===== src/rtl/apm_pkg.sv =====
package apm_pkg;

  localparam int PixW     = 32;
  localparam int NumCh    = 3;
  localparam int DivSteps = 32;
  localparam int Latency  = 3 + DivSteps + 1;

  localparam logic [31:0] M1 = 32'h5555_5555;
  localparam logic [31:0] M2 = 32'h3333_3333;
  localparam logic [31:0] M4 = 32'h0f0f_0f0f;
  localparam logic [31:0] M8 = 32'h00ff_00ff;
  localparam logic [31:0] M16 = 32'h0000_ffff;

  localparam logic [1:0] RegRed   = 2'd0;
  localparam logic [1:0] RegGreen = 2'd1;
  localparam logic [1:0] RegBlue  = 2'd2;
  localparam logic [1:0] RegAlpha = 2'd3;

  typedef struct packed {
    logic [PixW-1:0] red;
    logic [PixW-1:0] green;
    logic [PixW-1:0] blue;
    logic [PixW-1:0] alpha;
  } apm_masks_t;

  typedef struct packed {
    logic [PixW-1:0] amax;
    logic [PixW-1:0] amask;
    logic [5:0]      sh_r;
    logic [5:0]      sh_g;
    logic [5:0]      sh_b;
    logic            pass;
  } apm_derived_t;

  typedef logic [NumCh-1:0][2*PixW-1:0] apm_lanes_t;

  // trailing zeros by counting the ones below the lowest set bit
  function automatic logic [5:0] apm_tz(input logic [31:0] v);
    logic [31:0] x;
    x = (v & (~v + 32'd1)) - 32'd1;
    x = (x & M1) + ((x >> 1) & M1);
    x = (x & M2) + ((x >> 2) & M2);
    x = (x & M4) + ((x >> 4) & M4);
    x = (x & M8) + ((x >> 8) & M8);
    x = (x & M16) + ((x >> 16) & M16);
    return x[5:0];
  endfunction

endpackage


===== src/rtl/apm_div_step.sv =====
module apm_div_step (
  input  logic                clk,
  input  logic                rst,
  input  logic                in_valid,
  input  logic [31:0]         pixel_in,
  input  apm_pkg::apm_lanes_t lanes_in,
  input  logic [31:0]         amax,
  output logic                out_valid,
  output logic [31:0]         pixel_out,
  output apm_pkg::apm_lanes_t lanes_out
);
  import apm_pkg::*;

  apm_lanes_t lanes_next;

  // one restoring step: remainder in the upper half, quotient fills from the bottom
  always_comb begin
    logic [2*PixW:0] sh;
    logic [PixW:0]   top;
    logic [PixW:0]   diff;
    for (int i = 0; i < NumCh; i++) begin
      sh   = {lanes_in[i], 1'b0};
      top  = sh[2*PixW:PixW];
      diff = top - {1'b0, amax};
      if (top >= {1'b0, amax}) begin
        lanes_next[i] = {diff[PixW-1:0], sh[PixW-1:1], 1'b1};
      end else begin
        lanes_next[i] = {top[PixW-1:0], sh[PixW-1:1], 1'b0};
      end
    end
  end

  always_ff @(posedge clk) begin
    if (rst) begin
      out_valid <= 1'b0;
    end else begin
      out_valid <= in_valid;
    end
  end

  always_ff @(posedge clk) begin
    lanes_out <= lanes_next;
    pixel_out <= pixel_in;
  end

endmodule


===== config.mk =====
export PLATFORM = sky130hd
export DESIGN_NAME = apm_div_step
export DESIGN_NICKNAME = d
export VERILOG_FILES = /design/src/rtl/apm_pkg.sv /design/src/rtl/apm_div_step.sv
export SDC_FILE = /design/constraint.sdc
export NUM_CORES = 1
export LEC_CHECK = 0
export ABC_CLOCK_PERIOD_IN_PS = 3000
export BUFFER_PORTS_ARGS = -buffer_cell sky130_fd_sc_hd__buf_2
export CAP_MARGIN = 10
export CORE_AREA = 2 2 189 191
export CTS_BUF_LIST = sky130_fd_sc_hd__clkbuf_4
export DETAILED_ROUTE_END_ITERATION = 10
export DIE_AREA = 0 0 191 193
export PLACE_DENSITY = 0.61
export SYNTH_ARGS = -nofsm -noshare
export SYNTH_HDL_FRONTEND = slang
export SYNTH_SLANG_ARGS = --single-unit

===== constraint.sdc =====
create_clock -name clk -period 3 [get_ports clk]
set_input_delay 0.3 -clock clk [delete_from_list [all_inputs] [get_ports clk]]
set_output_delay 0.3 -clock clk [all_outputs]
set_load 0.02 [all_outputs]

==> results.json <==
{
  "status": "complete, no violations",
  "synth_seq_cells": 225,
  "drtPass1Iterations": 5,
  "synthCells": 1188,
  "wl_per_cell_um": 18.8,
  "maxSlewViolCount": 0,
  "grt_pass1_vias": 12700,
  "final_cell_mix": "483 x buf_2, 227 x dlygate4sd3_1, 225 x dfxtp_1",
  "async_flop_share": 0,
  "drt_iter0_drc": 364,
  "drc_errors": 0,
  "finalCritPeriodShare": 0.976,
  "portBuffers": 483,
  "stdcell_area_um2": 18200,
  "die_area_um2": 36900,
  "p_leak_nw": 9.02,
  "grtUsageTotal": 0.249,
  "cp-end-kind": "flop",
  "cts_tree": "yes",
  "yosys_warnings": 0,
  "routed_wl_um": 48100,
  "pin_count": 484,
  "drive_gt1_frac": 0.372,
  "viasPerCell": 4.79,
  "die_width_um": 191,
  "synth_top_flop_cell": "dfxtp_1",
  "synth.cell_area_um2": 11400,
  "drv_cap": 0,
  "cp.required_ns": 3.73,
  "critPathMaxFanout": 4,
  "synth_edf_count": 0,
  "rows": 69,
  "cts_max_path_buffers": 3,
  "period_minus_slack_ns": 2.93,
  "grt_start_max_net_pins": 42,
  "path_class": "primary input to flop",
  "fin_nets": 2404,
  "setup_tns_ns": 0,
  "synth_top_area_cell": "dfxtp_1",
  "grt-ovfl-total": 0,
  "finalHoldViolCount": 0,
  "root_buffer": "clkbuf_4",
  "clock-sinks": 225,
  "fillers": 3211,
  "synth_top_area_share": 0.396,
  "syn_avg_cell_area_um2": 9.57,
  "hp-class": "primary input to flop",
  "ir_drop_mv": 0.297,
  "worstMarginPinSlew_ns": 0.463,
  "place_area_um2": 15200,
  "setup_violations": 0,
  "syn_to_final_growth_pct": 60.4,
  "fin_total_pwr_mw": 9.45,
  "grt_first_pass_wirelength_um": 68900,
  "antenna_found_initial": 5,
  "cts_htree_levels": 2,
  "arrival_ns": 3.66,
  "cts_buffers": 59,
  "synth_fp_nets": 1546,
  "p_per_area_nw_per_um2": 518,
  "layout.cells.most_common": "buf_2",
  "cp-start-kind": "primary input",
  "die_height_um": 193,
  "core_um2": 35000,
  "slew_headroom": 0.689,
  "fmax_mhz": 341,
  "place_congestion": 0.886,
  "start_util": 0.325,
  "hpwl_um": 38000,
  "seq_area_frac_synth": 0.396,
  "fin_worst_hold_slack_ns": 0.141,
  "finish.utilization": 0.522,
  "num_vias": 12300,
  "synth.area.top_cells": "dfxtp_1 40%, ha_1 11%, mux2_4 6.7%, a21oi_1 4.4%, o21ai_0 3.7%",
  "clk_pin_slew_worst_paths_ns": 0.07,
  "ant_nets": 0,
  "synth.distinct_cells": 74
}
-- metal layers --
layer | vias to the layer above | global-route usage | share of wire | wire [um]
met2 | 437 | 0.434 | 0.48 | 23100
met1 | 5690 | 0.275 | 0.40 | 19200
met3 | 135 | 0.0686 | 0.066 | 3170
met5 | - | 0 | 0.00048 | 23
li1 | 5993 | - | - | -
met4 | 4 | 0.140 | 0.054 | 2620
-- report_power, final --
| part | switching (mW) | internal [mW] | total (mW) |
|---|---|---|---|
| clock | 1.38 | 1.23 | 2.61 |
| combinational | 1.80 | 1.55 | 3.35 |
| sequential | 0.126 | 3.37 | 3.49 |
-- sequential cells by signal (all words and copies together), names as in the netlist --
name	cells
lanes_out	192
pixel_out	32
out_valid	1
-- what timing repair did --
| action | CTS | global route |
|---|---|---|
| hold buffers | 227 | 0 |
| setup endpoints to repair | 0 | 1 |
| buffers inserted | 0 | 2 |
| hold endpoints to repair | 223 | 0 |
| resized for setup | 0 | 7 |
-- synth_stat cells (3+ instances only) --
library cell,number
a41oi_1,3
nor2b_1,16
nand2_1,93
o31ai_1,10
and4_1,4
a21oi_1,99
o21ai_1,11
nor4_1,6
nor3b_1,3
nand4_1,24
buf_2,6
mux2_4,51
and3_1,11
xor2_1,28
or3_1,7
nor4b_1,4
o21bai_1,10
or2_2,3
mux2_2,6
fa_1,3
a21boi_0,4
a31oi_1,7
inv_1,58
o21a_1,13
a21o_1,46
mux2i_1,13
buf_6,6
o31a_1,7
clkbuf_1,32
nor3_1,14
o21ai_0,83
nand3_1,20
xnor2_1,45
nor2_1,55
nand2b_1,16
ha_1,96
o211ai_1,4
or4_1,3
a211oi_1,6
dfxtp_1,225
-- worst max-delay path, cell delays in order --
cell           delay [ns]
dlygate4sd3_1        0.55
buf_2                0.14
ha_1                 0.30
nor2b_2              0.16
o31a_1               0.34
o31ai_4              0.23
a21boi_2             0.12
o21bai_4             0.19
a2111oi_4            0.10
nand2b_4             0.16
a31oi_4              0.20
buf_12               0.14
mux2i_1              0.16
dlygate4sd3_1        0.55
-- final cells by class --
type                    count  area, um^2  area share
clock buffers              78         586      0.0321
repair buffers            843        5760       0.316
multi-input cells         859        6450       0.354
inverters                  58         218      0.0119
well taps                 461         577      0.0316
clock inverters            31         129     0.00707
diodes                      4        10.0    0.000549
flip-flops and latches    225        4500       0.247
-- final timing paths --
| path | start | end | slack, ns | depth (start not counted) |
|---|---|---|---|---|
| min | lanes_in[127] | lanes_out[64] | 0.14 | 6 |
| max | lanes_in[160] | lanes_out[160] | 0.07 | 14 |
-- per-stage QoR --
step / std cells / setup slack [ns]
floorplan: 1188 / 0.285
global placement: 2217 / -0.0740
detailed placement: 2217 / -0.0897
CTS: 2553 / 0.0221
global route: 2558 / -0.0227
finish: 2559 / 0.0715
-- kinds of logic (layout without fill, tap and decap cells) --
family / after synthesis / in the layout / synth area share
adder cells (fa/ha/maj): 99 / 99 / 0.111
XOR/XNOR: 73 / 73 / 0.0562
multiplexers: 70 / 70 / 0.0847
buffers and inverters: 104 / 1010 / 0.0393
AND/OR/NAND/NOR: 289 / 289 / 0.128
AO/OA/AOI/OAI: 328 / 328 / 0.185
other: 0 / 4 / 0
flip-flops: 225 / 225 / 0.396
Note: power is estimated with default switching activity, not from simulation.
